## src/hdl/tlg_pkg.sv

```systemverilog
package tlg_pkg;

    // Grid store limits and derived index widths
    localparam int MAX_WIDTH  = 64;
    localparam int MAX_HEIGHT = 64;
    localparam int COL_W      = $clog2(MAX_WIDTH);
    localparam int ROW_W      = $clog2(MAX_HEIGHT);

    // Grid size registers are 7 bits wide, smallest legal torus is 3
    localparam int SIZE_W = 7;
    localparam logic [SIZE_W-1:0] MIN_SIZE = SIZE_W'(3);

    // Commands
    localparam logic [1:0] CMD_WRITE = 2'd0;
    localparam logic [1:0] CMD_STEP  = 2'd1;
    localparam logic [1:0] CMD_READ  = 2'd2;

    // Configuration register indexes
    localparam int CFG_IDX_W = 3;
    localparam logic [CFG_IDX_W-1:0] REG_GRID_WIDTH  = 3'd0;
    localparam logic [CFG_IDX_W-1:0] REG_GRID_HEIGHT = 3'd1;
    localparam logic [CFG_IDX_W-1:0] REG_RED_THR     = 3'd2;
    localparam logic [CFG_IDX_W-1:0] REG_GREEN_THR   = 3'd3;
    localparam logic [CFG_IDX_W-1:0] REG_BLUE_THR    = 3'd4;

    // RGB565 full-intensity channel masks
    localparam logic [15:0] RED_MASK   = 16'hF800;
    localparam logic [15:0] GREEN_MASK = 16'h07E0;
    localparam logic [15:0] BLUE_MASK  = 16'h001F;

    // One grid row: plane 0 red, plane 1 green, plane 2 blue
    typedef logic [2:0][MAX_WIDTH-1:0] plane_row_t;

    // Operation broadcast to every row cell
    typedef enum logic [2:0] {
        CELL_HOLD,
        CELL_SHIFT,
        CELL_WRITE,
        CELL_LOAD,
        CELL_CAPTURE
    } cell_op_t;

    typedef struct packed {
        cell_op_t          op;
        logic [COL_W-1:0]  column;
        logic [ROW_W-1:0]  row;
        logic [SIZE_W-1:0] height;
        logic [2:0]        bits;
    } cell_ctrl_t;

    // Sequencer states
    typedef enum logic [2:0] {
        ST_IDLE,
        ST_WRITE,
        ST_READ_LOAD,
        ST_READ_SHIFT,
        ST_STEP_RUN,
        ST_STEP_FIX,
        ST_RESULT
    } state_t;

    // Clamp a grid size register into [MIN_SIZE, hi]
    function automatic logic [SIZE_W-1:0] clamp_size(input logic [SIZE_W-1:0] v,
                                                     input logic [SIZE_W-1:0] hi);
        logic [SIZE_W-1:0] r;
        r = v;
        if (v < MIN_SIZE)
        begin
            r = MIN_SIZE;
        end
        else if (v > hi)
        begin
            r = hi;
        end
        return r;
    endfunction

endpackage

```

## src/hdl/tlg_row_rule.sv

```systemverilog
module tlg_row_rule (
    input  tlg_pkg::plane_row_t              up,
    input  tlg_pkg::plane_row_t              mid,
    input  tlg_pkg::plane_row_t              down,
    input  logic [tlg_pkg::SIZE_W-1:0]       width,
    output tlg_pkg::plane_row_t              next_row
);

    // Vertical 3-cell sums per column, then horizontal sum with wrap at width
    logic [2:0][tlg_pkg::MAX_WIDTH-1:0][1:0] vsum;
    logic [tlg_pkg::COL_W-1:0]               last_col;

    assign last_col = tlg_pkg::COL_W'(width - tlg_pkg::SIZE_W'(1));

    for (genvar p = 0; p < 3; p++)
    begin : g_plane
        for (genvar x = 0; x < tlg_pkg::MAX_WIDTH; x++)
        begin : g_col
            logic [1:0] left_sum;
            logic [1:0] right_sum;
            logic [3:0] box_sum;
            logic       in_grid;

            assign vsum[p][x] = 2'(up[p][x]) + 2'(mid[p][x]) + 2'(down[p][x]);

            if (x == 0)
            begin : g_left_wrap
                assign left_sum = vsum[p][last_col];
            end
            else
            begin : g_left
                assign left_sum = vsum[p][x-1];
            end

            if (x == tlg_pkg::MAX_WIDTH - 1)
            begin : g_right_wrap
                assign right_sum = vsum[p][0];
            end
            else
            begin : g_right
                assign right_sum = (width == tlg_pkg::SIZE_W'(x + 1)) ? vsum[p][0]
                                                                       : vsum[p][x+1];
            end

            assign box_sum = 4'(left_sum) + 4'(vsum[p][x]) + 4'(right_sum);
            assign in_grid = tlg_pkg::SIZE_W'(x) < width;

            // B3/S23 on the box sum; columns beyond the torus keep their value
            assign next_row[p][x] = !in_grid ? mid[p][x]
                                  : ((box_sum == 4'd3) || ((box_sum == 4'd4) && mid[p][x]));
        end
    end

endmodule

```

## config.mk

```make
export PLATFORM = sky130hd
export DESIGN_NAME = tlg_row_rule
export DESIGN_NICKNAME = d
export VERILOG_FILES = /design/src/hdl/tlg_pkg.sv /design/src/hdl/tlg_row_rule.sv
export SDC_FILE = /design/constraint.sdc
export NUM_CORES = 2
export LEC_CHECK = 0
export BUFFER_PORTS_ARGS = -buffer_cell sky130_fd_sc_hd__buf_4
export CAP_MARGIN = 20
export CORE_AREA = 2 2 300 302
export DETAILED_ROUTE_END_ITERATION = 8
export DIE_AREA = 0 0 302 304
export GPL_ROUTABILITY_DRIVEN = 0
export SETUP_SLACK_MARGIN = 0.3
export SYNTH_ARGS = -nofsm -noshare
export SYNTH_HDL_FRONTEND = slang
export SYNTH_SLANG_ARGS = --single-unit
```

## constraint.sdc

```tcl
create_clock -name vclk -period 5
set_input_delay 0.5 -clock vclk [all_inputs]
set_output_delay 0.5 -clock vclk [all_outputs]
set_load 0.02 [all_outputs]
```

==> metrics.txt <==
Yosys top cell area share=35.9%; Fin. Hold Viols=0; Hold Buf Count CTS=0; final instance area=40500 um^2; via count=30712; Initial DRC Count=2367; PortBufs=775; final wirelength=152 mm; CP top delay family=adder cells; RSZ-0062 raised after global routing=yes; # IOs=775; sequential power share=0%; crit path DAT=4.19 ns; drt pass-1 iters=6; count of cell types in the netlist=55; Sw Ratio=57.0%; Final min period=4.69 ns; Syn Nets=5015; first-pass GRT wire length=218 mm; ANT nets after route=0; Req. time, crit path=4.50 ns; VDD IR-drop max=0.136 mV; Area Growth Syn to Fin=26.0%; Synth Instances=3454; pin count of the biggest net entering global routing=83; Post-route DRC=0; Final #Nets=5826; Clock power frac=0%; cell accounting for the most synthesized area=fa_1; most common cell in the synthesized netlist=inv_1; share of layout cells above drive strength 1=29.0%; Rel. slew slack=25.6%; DR WL/cell=27.9 um; Ys Warns=0; initial antenna violation count=18; vias in the first global route=31755; top achievable clock speed=0.213 GHz; Die H=304 um; CP Buf/Inv Count=7; critical path's largest stage delay=0.50 ns; Slowest-stage cell, CP=mux4_2; die area=91800 um^2; register area=0 um^2; hpwl dp=133 mm; crit-path max FO=8; MaxCap Viol Count=0; Cell Rows=110; placed cell area=39900 um^2; critical path class=input port to primary output; slew of the pin with the lowest slew margin=1.11 ns; seq_cells=0; Congestion Overflow GR=0; Core Box Area=89000 um^2; Crit path top cell by count=buf_4; cell leakage power=0.0183 uW; sequential share of the synthesized area=0%; Worst Hold Class=input port to primary output; Comb power frac=100.0%; sw power=5310 uW; Startpoint Class=input port; Total GRT Usage=32.5%; Int Pwr=4010 uW; setup_tns=0 ns; commonest cells in the netlist=inv_1, fa_1, o21ai_0; Synth Cell Area=32100 um^2; DR vias/cell=5.63; max-slew violations=0; pwr dens=230 nW/um^2; count of clock buffers in the final design=0; fin crit share=93.8%; Initial Util=36.1%; synth top area cells=fa_1, ha_1, inv_1; Worst Setup End Kind=primary output; CP cell instances=buf_8 > inv_6 > ha_4 > buf_4 > xnor2_4 > buf_12 > buf_4 > mux4_2 > nor2_1 > nor2_1 > o21ai_1 > o22ai_1 > fa_1 > ha_1 > inv_1 > ha_1 > nor3b_1 > o21ai_1 > o21ai_2 > buf_4; Mean Syn Cell Area=9.30 um^2; endpoints failing setup=0; status=finished, final reports clean; Die W=302 um
==> power groups by stage <==
stage	Combinational, uW	Clock, uW	Sequential (uW)
after floorplan	5640	0	0
after global placement	8840	0	0
after detailed placement	9050	0	0
after CTS	9160	0	0
after global routing	10300	0.000295	0
final	9330	0.000345	0
==> cell type report <==
class / instances / area, um^2
antenna: 13 / 32.5
fill: 8751 / 48600
inverter: 613 / 2310
multi-input combinational: 2724 / 29400
tap: 1176 / 1470
timing repair buffer: 926 / 7280
==> final timing paths <==
kind	depth (start not counted)	slack [ns]	to	start
max	20	0.31	next_row[0]	width[0]
min	4	1.34	next_row[63]	mid[63]
==> what timing repair did <==
item	in CTS	in global routing
pin swaps	3	12
cloned	2	4
setup endpoints to repair	3	52
buffers inserted	8	19
resized for setup	11	45
==> logic make-up (layout without fill, tap and decap cells) <==
logic type / count (synthesis) / after routing / share of synthesized area (%)
simple gates: 742 / 742 / 12.6
other cells: 0 / 13 / 0
fa+ha+maj: 978 / 978 / 51.6
compound gates: 575 / 575 / 9.46
buf+inv: 730 / 1539 / 8.99
mux: 410 / 410 / 16.9
xor+xnor: 19 / 19 / 0.541
==> tightest hold or removal path: stages <==
cell     delay (ns)
buf_4          0.09
nand2_1        0.05
nand2_1        0.05
buf_4          0.14
==> per-stage QoR <==
step	total power, uW	cells	hold slack (ns)	utilization [%]	setup slack, ns
after global placement	8840	5405	1.32	44.8	0.0346
final	9330	5452	1.34	45.5	0.309
after CTS	9160	5416	1.34	45.0	0.300
after floorplan	5640	3454	1.16	-	0.282
after global routing	10300	5450	1.38	45.5	0.218
after detailed placement	9050	5406	1.33	44.8	0.0117
==> per-layer routing <==
layer	GRT usage, %	routed length (um)
met1	41.5	60000
met2	54.0	72400
met3	4.89	11400
met4	14.6	8400
met5	0	22
==> cells in the final DEF (no fill, tap or decap), types with 15 or more instances in the layout <==
| cell type | instances |
|---|---|
| fa_1 | 572 |
| buf_4 | 899 |
| mux2i_1 | 168 |
| nand3_1 | 187 |
| nor2_2 | 32 |
| a21oi_1 | 76 |
| o21ai_0 | 419 |
| nor3b_1 | 174 |
| o31ai_1 | 18 |
| mux4_2 | 75 |
| nor2_1 | 82 |
| ha_1 | 400 |
| inv_1 | 609 |
| nand2_1 | 166 |
| xnor2_1 | 15 |
| mux2_2 | 155 |
Power figures use the tool's default switching activity.
