==> config.mk <==
export PLATFORM = sky130hd
export DESIGN_NAME = tlg_row_cell
export DESIGN_NICKNAME = d
export VERILOG_FILES = /design/src/hdl/tlg_pkg.sv /design/src/hdl/tlg_row_cell.sv
export SDC_FILE = /design/constraint.sdc
export NUM_CORES = 1
export LEC_CHECK = 0
export BUFFER_PORTS_ARGS = -buffer_cell sky130_fd_sc_hd__buf_2
export CORE_AREA = 4 4 239 241
export CTS_CLUSTER_DIAMETER = 150
export DETAILED_ROUTE_END_ITERATION = 8
export DIE_AREA = 0 0 243 245
export GPL_ROUTABILITY_DRIVEN = 0
export SETUP_SLACK_MARGIN = 0.02
export SLEW_MARGIN = 30
export SYNTH_ARGS = -nofsm -noshare
export SYNTH_HDL_FRONTEND = slang
export SYNTH_SLANG_ARGS = --single-unit
==> constraint.sdc <==
create_clock -name clk -period 1.9 [get_ports clk]
set_input_delay 0.38 -clock clk [delete_from_list [all_inputs] [get_ports clk]]
set_output_delay 0.38 -clock clk [all_outputs]
set_load 0.03 [all_outputs]
==> src/hdl/tlg_pkg.sv <==
package tlg_pkg;

    // Grid store limits and derived index widths
    localparam int MAX_WIDTH  = 64;
    localparam int MAX_HEIGHT = 64;
    localparam int COL_W      = $clog2(MAX_WIDTH);
    localparam int ROW_W      = $clog2(MAX_HEIGHT);

    // Grid size registers are 7 bits wide, smallest legal torus is 3
    localparam int SIZE_W = 7;
    localparam logic [SIZE_W-1:0] MIN_SIZE = SIZE_W'(3);

    // Commands
    localparam logic [1:0] CMD_WRITE = 2'd0;
    localparam logic [1:0] CMD_STEP  = 2'd1;
    localparam logic [1:0] CMD_READ  = 2'd2;

    // Configuration register indexes
    localparam int CFG_IDX_W = 3;
    localparam logic [CFG_IDX_W-1:0] REG_GRID_WIDTH  = 3'd0;
    localparam logic [CFG_IDX_W-1:0] REG_GRID_HEIGHT = 3'd1;
    localparam logic [CFG_IDX_W-1:0] REG_RED_THR     = 3'd2;
    localparam logic [CFG_IDX_W-1:0] REG_GREEN_THR   = 3'd3;
    localparam logic [CFG_IDX_W-1:0] REG_BLUE_THR    = 3'd4;

    // RGB565 full-intensity channel masks
    localparam logic [15:0] RED_MASK   = 16'hF800;
    localparam logic [15:0] GREEN_MASK = 16'h07E0;
    localparam logic [15:0] BLUE_MASK  = 16'h001F;

    // One grid row: plane 0 red, plane 1 green, plane 2 blue
    typedef logic [2:0][MAX_WIDTH-1:0] plane_row_t;

    // Operation broadcast to every row cell
    typedef enum logic [2:0] {
        CELL_HOLD,
        CELL_SHIFT,
        CELL_WRITE,
        CELL_LOAD,
        CELL_CAPTURE
    } cell_op_t;

    typedef struct packed {
        cell_op_t          op;
        logic [COL_W-1:0]  column;
        logic [ROW_W-1:0]  row;
        logic [SIZE_W-1:0] height;
        logic [2:0]        bits;
    } cell_ctrl_t;

    // Sequencer states
    typedef enum logic [2:0] {
        ST_IDLE,
        ST_WRITE,
        ST_READ_LOAD,
        ST_READ_SHIFT,
        ST_STEP_RUN,
        ST_STEP_FIX,
        ST_RESULT
    } state_t;

    // Clamp a grid size register into [MIN_SIZE, hi]
    function automatic logic [SIZE_W-1:0] clamp_size(input logic [SIZE_W-1:0] v,
                                                     input logic [SIZE_W-1:0] hi);
        logic [SIZE_W-1:0] r;
        r = v;
        if (v < MIN_SIZE)
        begin
            r = MIN_SIZE;
        end
        else if (v > hi)
        begin
            r = hi;
        end
        return r;
    endfunction

endpackage

==> src/hdl/tlg_row_cell.sv <==
module tlg_row_cell (
    input  logic                        clk,
    input  logic                        rst_n,
    input  logic [tlg_pkg::ROW_W-1:0]   cell_index,
    input  tlg_pkg::cell_ctrl_t         ctrl,
    input  tlg_pkg::plane_row_t         bcast_row,
    input  tlg_pkg::plane_row_t         next_row,
    input  logic [2:0]                  next_carry,
    output tlg_pkg::plane_row_t         row_out,
    output logic [2:0]                  carry_out
);

    tlg_pkg::plane_row_t row_reg;
    tlg_pkg::plane_row_t row_next;
    logic [2:0]          carry_reg;
    logic [2:0]          carry_next;
    logic                active;
    logic                is_tail;
    logic                hit;

    // Position of this cell relative to the active torus
    assign active  = tlg_pkg::SIZE_W'(cell_index) < ctrl.height;
    assign is_tail = (tlg_pkg::SIZE_W'(cell_index) + tlg_pkg::SIZE_W'(1)) == ctrl.height;
    assign hit     = cell_index == ctrl.row;

    // Row update
    always_comb
    begin
        row_next = row_reg;
        unique case (ctrl.op)
            tlg_pkg::CELL_SHIFT:
            begin
                if (active)
                begin
                    row_next = is_tail ? bcast_row : next_row;
                end
            end
            tlg_pkg::CELL_WRITE:
            begin
                if (hit)
                begin
                    for (int p = 0; p < 3; p++)
                    begin
                        row_next[p][ctrl.column] = ctrl.bits[p];
                    end
                end
            end
            tlg_pkg::CELL_LOAD:
            begin
                if (hit)
                begin
                    row_next = bcast_row;
                end
            end
            default:
            begin
                row_next = row_reg;
            end
        endcase
    end

    // Read carry: capture own column, otherwise pass the neighbour's towards cell 0
    always_comb
    begin
        if (ctrl.op == tlg_pkg::CELL_CAPTURE)
        begin
            carry_next = {row_reg[2][ctrl.column], row_reg[1][ctrl.column],
                          row_reg[0][ctrl.column]};
        end
        else
        begin
            carry_next = next_carry;
        end
    end

    always_ff @(posedge clk or negedge rst_n)
    begin
        if (!rst_n)
        begin
            row_reg <= '0;
        end
        else
        begin
            row_reg <= row_next;
        end
    end

    always_ff @(posedge clk)
    begin
        carry_reg <= carry_next;
    end

    assign row_out   = row_reg;
    assign carry_out = carry_reg;

endmodule

==> results of run 1 <==
timing repair:
action	4_1_cts	5_1_grt
endpoints found under the hold margin	39	0
gates resized for setup	162	222
gates cloned	21	3
pin swaps	44	61
hold buffers	1	0
setup buffers	31	14
setup endpoints to repair	194	195
metrics by stage:
stage	std cells	total power, W
finish	3410	0.0217
global route	3406	0.0226
global placement	3314	0.0167
detailed placement	3314	0.0170
CTS	3394	0.0212
floorplan	1814	0.0122
power by group:
part           switching [W]  leakage [nW]  internal (W)  total [W]
Sequential           0.00130          2.27       0.00523    0.00653
Combinational        0.00647          8.86       0.00488     0.0114
Clock                0.00187         0.267       0.00195    0.00382
Total                0.00964          11.4        0.0121     0.0217
registers in the layout (all words and copies together), names as in the netlist:
| signal | cells |
|---|---|
| row_out | 192 |
| carry_out | 3 |
how the worst max path moves through the flow:
stage / startpoint / to / depth (start not counted)
6_report: cell_index[0] / row_out[102] / 11
2_1_floorplan: cell_index[0] / row_out[168] / 8
3_3_place_gp: cell_index[0] / row_out[170] / 10
4_1_cts: cell_index[0] / row_out[75] / 11
5_1_grt: cell_index[0] / row_out[117] / 11
3_5_place_dp: cell_index[0] / row_out[158] / 9
cell families (layout without fill, tap and decap cells):
logic type	Yosys count	count (layout)	share of synthesized area, %
other	0	11	0
buffers and inverters	215	1096	5.35
AND/OR/NAND/NOR	474	474	12.7
adder cells (fa/ha/maj)	7	7	0.508
AO/OA/AOI/OAI	363	363	17.2
flip-flops	195	195	28.2
multiplexers	546	546	35.3
XOR/XNOR	14	14	0.712
per-layer routing:
metal  global-route usage, %  vias to the layer above  wire (µm)  share of wire, %
met4                    14.1                       14       5690               5.6
met3                    6.66                      307       8180               8.0
met1                    38.7                    10300      38100                37
li1                        -                     8882          -                 -
met5                       0                        -         92             0.090
met2                    56.0                     1370      49700                49
Yosys cell counts, types with 2 or more instances:
cell type / count / area [µm²]
nand2b_1: 7 / 43.8
mux2_1: 143 / 1610
o211ai_1: 2 / 15.0
xor2_1: 5 / 43.8
nor4bb_1: 3 / 30.0
a22oi_1: 95 / 713
a21oi_1: 10 / 50.1
o21ai_0: 8 / 40.0
o22ai_1: 5 / 31.3
or3_1: 3 / 18.8
nor3_1: 115 / 576
o221ai_1: 87 / 762
dfxtp_1: 3 / 60.1
a22o_1: 2 / 17.5
and3_1: 5 / 31.3
buf_6: 10 / 113
a221oi_1: 122 / 1070
o2111ai_1: 2 / 17.5
clkbuf_1: 153 / 574
mux4_2: 17 / 383
xnor2_1: 9 / 78.8
nand2_1: 73 / 274
mux2i_1: 212 / 2120
mux2_2: 174 / 1960
and2_1: 2 / 12.5
a211oi_1: 5 / 37.5
buf_2: 5 / 25.0
a32o_1: 2 / 20.0
buf_4: 9 / 67.6
inv_1: 11 / 41.3
a31oi_1: 5 / 31.3
nor2b_1: 10 / 62.6
buf_1: 25 / 93.8
dfrtp_1: 192 / 4800
nand4b_1: 3 / 26.3
o21ai_1: 5 / 25.0
o32a_1: 3 / 30.0
ha_1: 7 / 87.6
nand4_1: 4 / 25.0
nor2_1: 140 / 526
nand3_1: 102 / 510
final cells by class:
class                           count  area, µm²
Inverter                           13       52.6
Sequential cell                   195       4870
Multi-Input combinational cell   1404      13000
Clock inverter                      6       83.8
Fill cell                        4989      27600
Timing Repair Buffer             1054       7940
Clock buffer                       23        458
Antenna cell                       11       27.5
Tap cell                          704        881
==> flow_summary.ini, run 1 <==
[routing]
antenna_left = 0
via_per_inst = 6.14
drtIter0Drc = 1859
wl_um = 102000
vias = 20900
routedWlPerCell_um = 29.8
drc = 0
firstDrtPassIters = 5

[setup_path]
critPathCaptureType = register
crit_chain = buf_8, ha_4, xor2_1, or3_4, a2111oi_4, buf_6, buf_12, clkbuf_16, buf_8, mux2i_1, a221oi_1
critPathRequiredTime_ns = 2.29
reg2regPathDepth = 8
cp_max_fo = 7
rrSetupSlack_ns = -0.06
arrival_ns = 2.51
crit_slowest_cell = or3_4
critical_path.top_delay_family = buffers and inverters
cpPeakStageDelay_ns = 0.34
r2r-start = row_out[123]
crit_buf_inv = 5
path_common_cell = buf_8
regToRegEndpoint = carry_out[1]
crit_type = in2reg
cp-start-kind = input pin

[cts]
insertion_delay_ns = 0.50
cts_buffer_depth = 2
cts.sinks = 195
cts_tree = done
cts_htree_levels = 4
cts_made_buffers = 17
path_clk_slew_ns = 0.08
root_buffer = clkbuf_16

[global_route]
grt_max_degree = 71
grt_overflow = 0
grt_pass1_vias = 21200
grt_pass1_wl_um = 144000
antenna_found_initial = 21
grt.total_usage_pct = 32.3

[synthesis]
syn-instance-count = 1814
syn_nets = 2241
ys_seq_area_share_pct = 28.2
synth_warnings = 0
ys_ff_latch = 195
synth_area_um2 = 17200
synthDistinctLibCells = 60
synth_ff_type = dfrtp_1
synth_edf_count = 0
synth_area_per_cell_um2 = 9.50
async_reset_ff_share_pct = 98.5

[pwr]
p_per_area_nw_per_um2 = 796
p_leak_nw = 11.4
vdd_drop_max_mv = 0.777

[cells_and_area]
fin_area_um2 = 27300
final_cell_mix = 604 x buf_2, 312 x buf_4, 186 x dfrtp_1
nNetsFinal = 3112
synthToLayoutAreaGrowth_pct = 58.3
layout-drive-gt1-share_pct = 55.7
mostFrequentLayoutCell = buf_2
utilization_pct = 49.7

[sta]
tns_ns = -15.23
rsz0062_at_grt = yes
worst_pin_slew_ns = 0.684
hold_viol = 0
fin_worst_skew_ns = 0.0143
period_needed_ns = 2.12
setup_ws_ns = -0.221
clock.fmax_mhz = 472
timing.final.crit_share_pct = 112
finalSetupViolations = 190
finalMaxSlewViolations = 0
hold_slack_ns = 0.0995
relSlewSlack_pct = 54.3

[floorplan]
dieWidth_um = 243
initial_utilization_pct = 31.4
num_rows = 86
coreArea_um2 = 54900
io_pins = 615
die_area_um2 = 59500
die_h_um = 245

[placement]
dp_slack_ns = -0.787
place_hpwl_um = 74300
placedInstanceArea_um2 = 24000
portBuffers = 614

[outcome]
violations = negative setup slack
status = complete, but fails checks

[flow_run]
drv_cap = 0

[worst_hold_path]
hold_path_end = carry_out[1]
min_from = next_carry[1]
hp-class = in2reg
min_delay_path_depth = 2
No activity file was read; power rests on OpenSTA's default activity.
==> run 2: changes to the inputs <==
--- a/config.mk
+++ b/config.mk
@@ -5,11 +5,11 @@
 export SDC_FILE = /design/constraint.sdc
 export NUM_CORES = 1
 export LEC_CHECK = 0
-export BUFFER_PORTS_ARGS = -buffer_cell sky130_fd_sc_hd__buf_2
 export CORE_AREA = 4 4 239 241
 export CTS_CLUSTER_DIAMETER = 150
 export DETAILED_ROUTE_END_ITERATION = 8
 export DIE_AREA = 0 0 243 245
+export DONT_BUFFER_PORTS = 1
 export GPL_ROUTABILITY_DRIVEN = 0
 export SETUP_SLACK_MARGIN = 0.02
 export SLEW_MARGIN = 30
==> flow_summary.ini, run 2 (same netlist as run 1, synthesis figures left out) <==
[outcome]
status = complete, but fails checks
violations = negative hold slack, negative setup slack

[sta]
period_needed_ns = 2.01
rsz0062_at_grt = yes
hold_slack_ns = -0.439
clock.fmax_mhz = 498
setup_ws_ns = -0.107
finalMaxSlewViolations = 0
worst_pin_slew_ns = 0.917
finalSetupViolations = 76
timing.final.crit_share_pct = 106
tns_ns = -3.26
relSlewSlack_pct = 38.7
hold_viol = 192
fin_worst_skew_ns = 0.0131

[setup_path]
critPathCaptureType = register
crit_chain = nor2b_2, buf_4, nand2_1, a221o_1, o2111ai_1, o21ai_2, o32a_1
cp-start-kind = input pin
critical_path.top_delay_family = compound AO/OA/AOI/OAI gates
crit_buf_inv = 1
arrival_ns = 2.40
cpPeakStageDelay_ns = 0.60
critPathRequiredTime_ns = 2.29
crit_type = in2reg
crit_slowest_cell = nor2b_2
cp_max_fo = 55

[pwr]
vdd_drop_max_mv = 0.789
p_leak_nw = 8.66
netSwitchingFraction_pct = 43.5
pwr-share-comb_pct = 50.3
p_per_area_nw_per_um2 = 872
pwr-share-clk_pct = 19.3
p_sw_w = 0.00877
intPower_w = 0.0114
pwr-share-seq_pct = 30.4

[cts]
cts_htree_levels = 4
cts_hold_buf = 3
root_buffer = clkbuf_16
cts.sinks = 195
cts_tree = done
insertion_delay_ns = 0.52
path_clk_slew_ns = 0.08
cts_made_buffers = 17
cts_buffer_depth = 2

[global_route]
antenna_found_initial = 8
grt.total_usage_pct = 30.0
grt_pass1_vias = 18100
grt_max_degree = 193
grt_overflow = 0
grt_pass1_wl_um = 131000

[routing]
routedWlPerCell_um = 34.0
drc = 0
via_per_inst = 6.48
drtIter0Drc = 1567
antenna_left = 0
vias = 18200
wl_um = 95400
firstDrtPassIters = 5

[placement]
place_hpwl_um = 68700
placedInstanceArea_um2 = 21000
portBuffers = 0

[cells_and_area]
layout-drive-gt1-share_pct = 39.6
fin_area_um2 = 23100
mostFrequentLayoutCell = buf_4
nNetsFinal = 2509
largest_reg_flops = 192
final_cell_mix = 373 x buf_4, 185 x dfrtp_1, 173 x mux2_2
synthToLayoutAreaGrowth_pct = 34.3

[floorplan]
die_area_um2 = 59500
initial_utilization_pct = 31.4
dieWidth_um = 243
io_pins = 615
coreArea_um2 = 54900
die_h_um = 245
num_rows = 86

[worst_hold_path]
hp-class = in2async

[flow_run]
drv_cap = 0
run 2: cell types whose count changed in the layout (fill, tap and decap cells not counted), moves of 12 or more:
cell      delta
buf_12      -26
buf_16      -12
buf_2      -604
buf_4       +61
buf_8       -21
mux2i_1     +23
mux2i_4     -18
o221ai_1    +17
o221ai_2    -17
run 2: stage by stage:
stage | setup slack, ns | instances | total power (W) | hold slack [ns] | util, %
final | -0.107 | 2804 | 0.0202 | -0.439 | 42.2
after global routing | -0.135 | 2804 | 0.0211 | -0.470 | 42.2
after CTS | -0.110 | 2785 | 0.0199 | -0.480 | 40.2
after detailed placement | -0.647 | 2739 | 0.0158 | 0.0906 | 38.3
after global placement | -0.584 | 2739 | 0.0156 | 0.0902 | 38.3
after floorplan | -0.287 | 1814 | 0.0122 | 0.0844 | -
run 2: what timing repair did:
| action | 4_1_cts | 5_1_grt |
|---|---|---|
| buffers inserted | 5 | 8 |
| cloned | 6 | 10 |
| setup endpoints to repair | 110 | 181 |
| hold endpoints to repair | 195 | 192 |
| pin swaps | 20 | 47 |
| gates resized for setup | 51 | 158 |
run 2: power by group through the flow:
stage / sequential [W] / combinational, W / clock [W]
after detailed placement: 0.00619 / 0.00964 / 0
after floorplan: 0.00837 / 0.00382 / 0
after global placement: 0.00616 / 0.00942 / 0
after global routing: 0.00623 / 0.0107 / 0.00409
after CTS: 0.00612 / 0.00977 / 0.00398
final: 0.00612 / 0.0101 / 0.00389
run 2: path summary, 6_finish.rpt:
check                              from      endpoint  slack [ns]  cells after the start
max                            ctrl[18]  carry_out[1]       -0.11                      7
min                               rst_n  row_out[146]       -0.44                      0
max reg2reg                row_out[108]  carry_out[1]       -0.11                      7
min reg2reg                 row_out[97]   row_out[97]        0.67                      2
max in group asynchronous         rst_n  row_out[102]        1.96                      0
min in group clk           next_row[30]   row_out[30]        0.07                      2
run 2: routing by layer:
metal  vias up  part of all wire [%]  global-route usage (%)
met5         -                 0.036                       0
met4         6                   6.0                    16.2
met3       264                   9.6                    8.98
met2      1157                    49                    51.1
met1      9074                    35                    33.7
li1       7673                     -                       -
run 2: cell type report:
type | count | area, µm²
Sequential cell | 195 | 4870
Clock inverter | 15 | 151
Timing Repair Buffer | 451 | 4310
Clock buffer | 17 | 425
Tap cell | 704 | 881
Inverter | 13 | 48.8
Fill cell | 5233 | 31700
Multi-Input combinational cell | 1404 | 12400
Antenna cell | 5 | 12.5
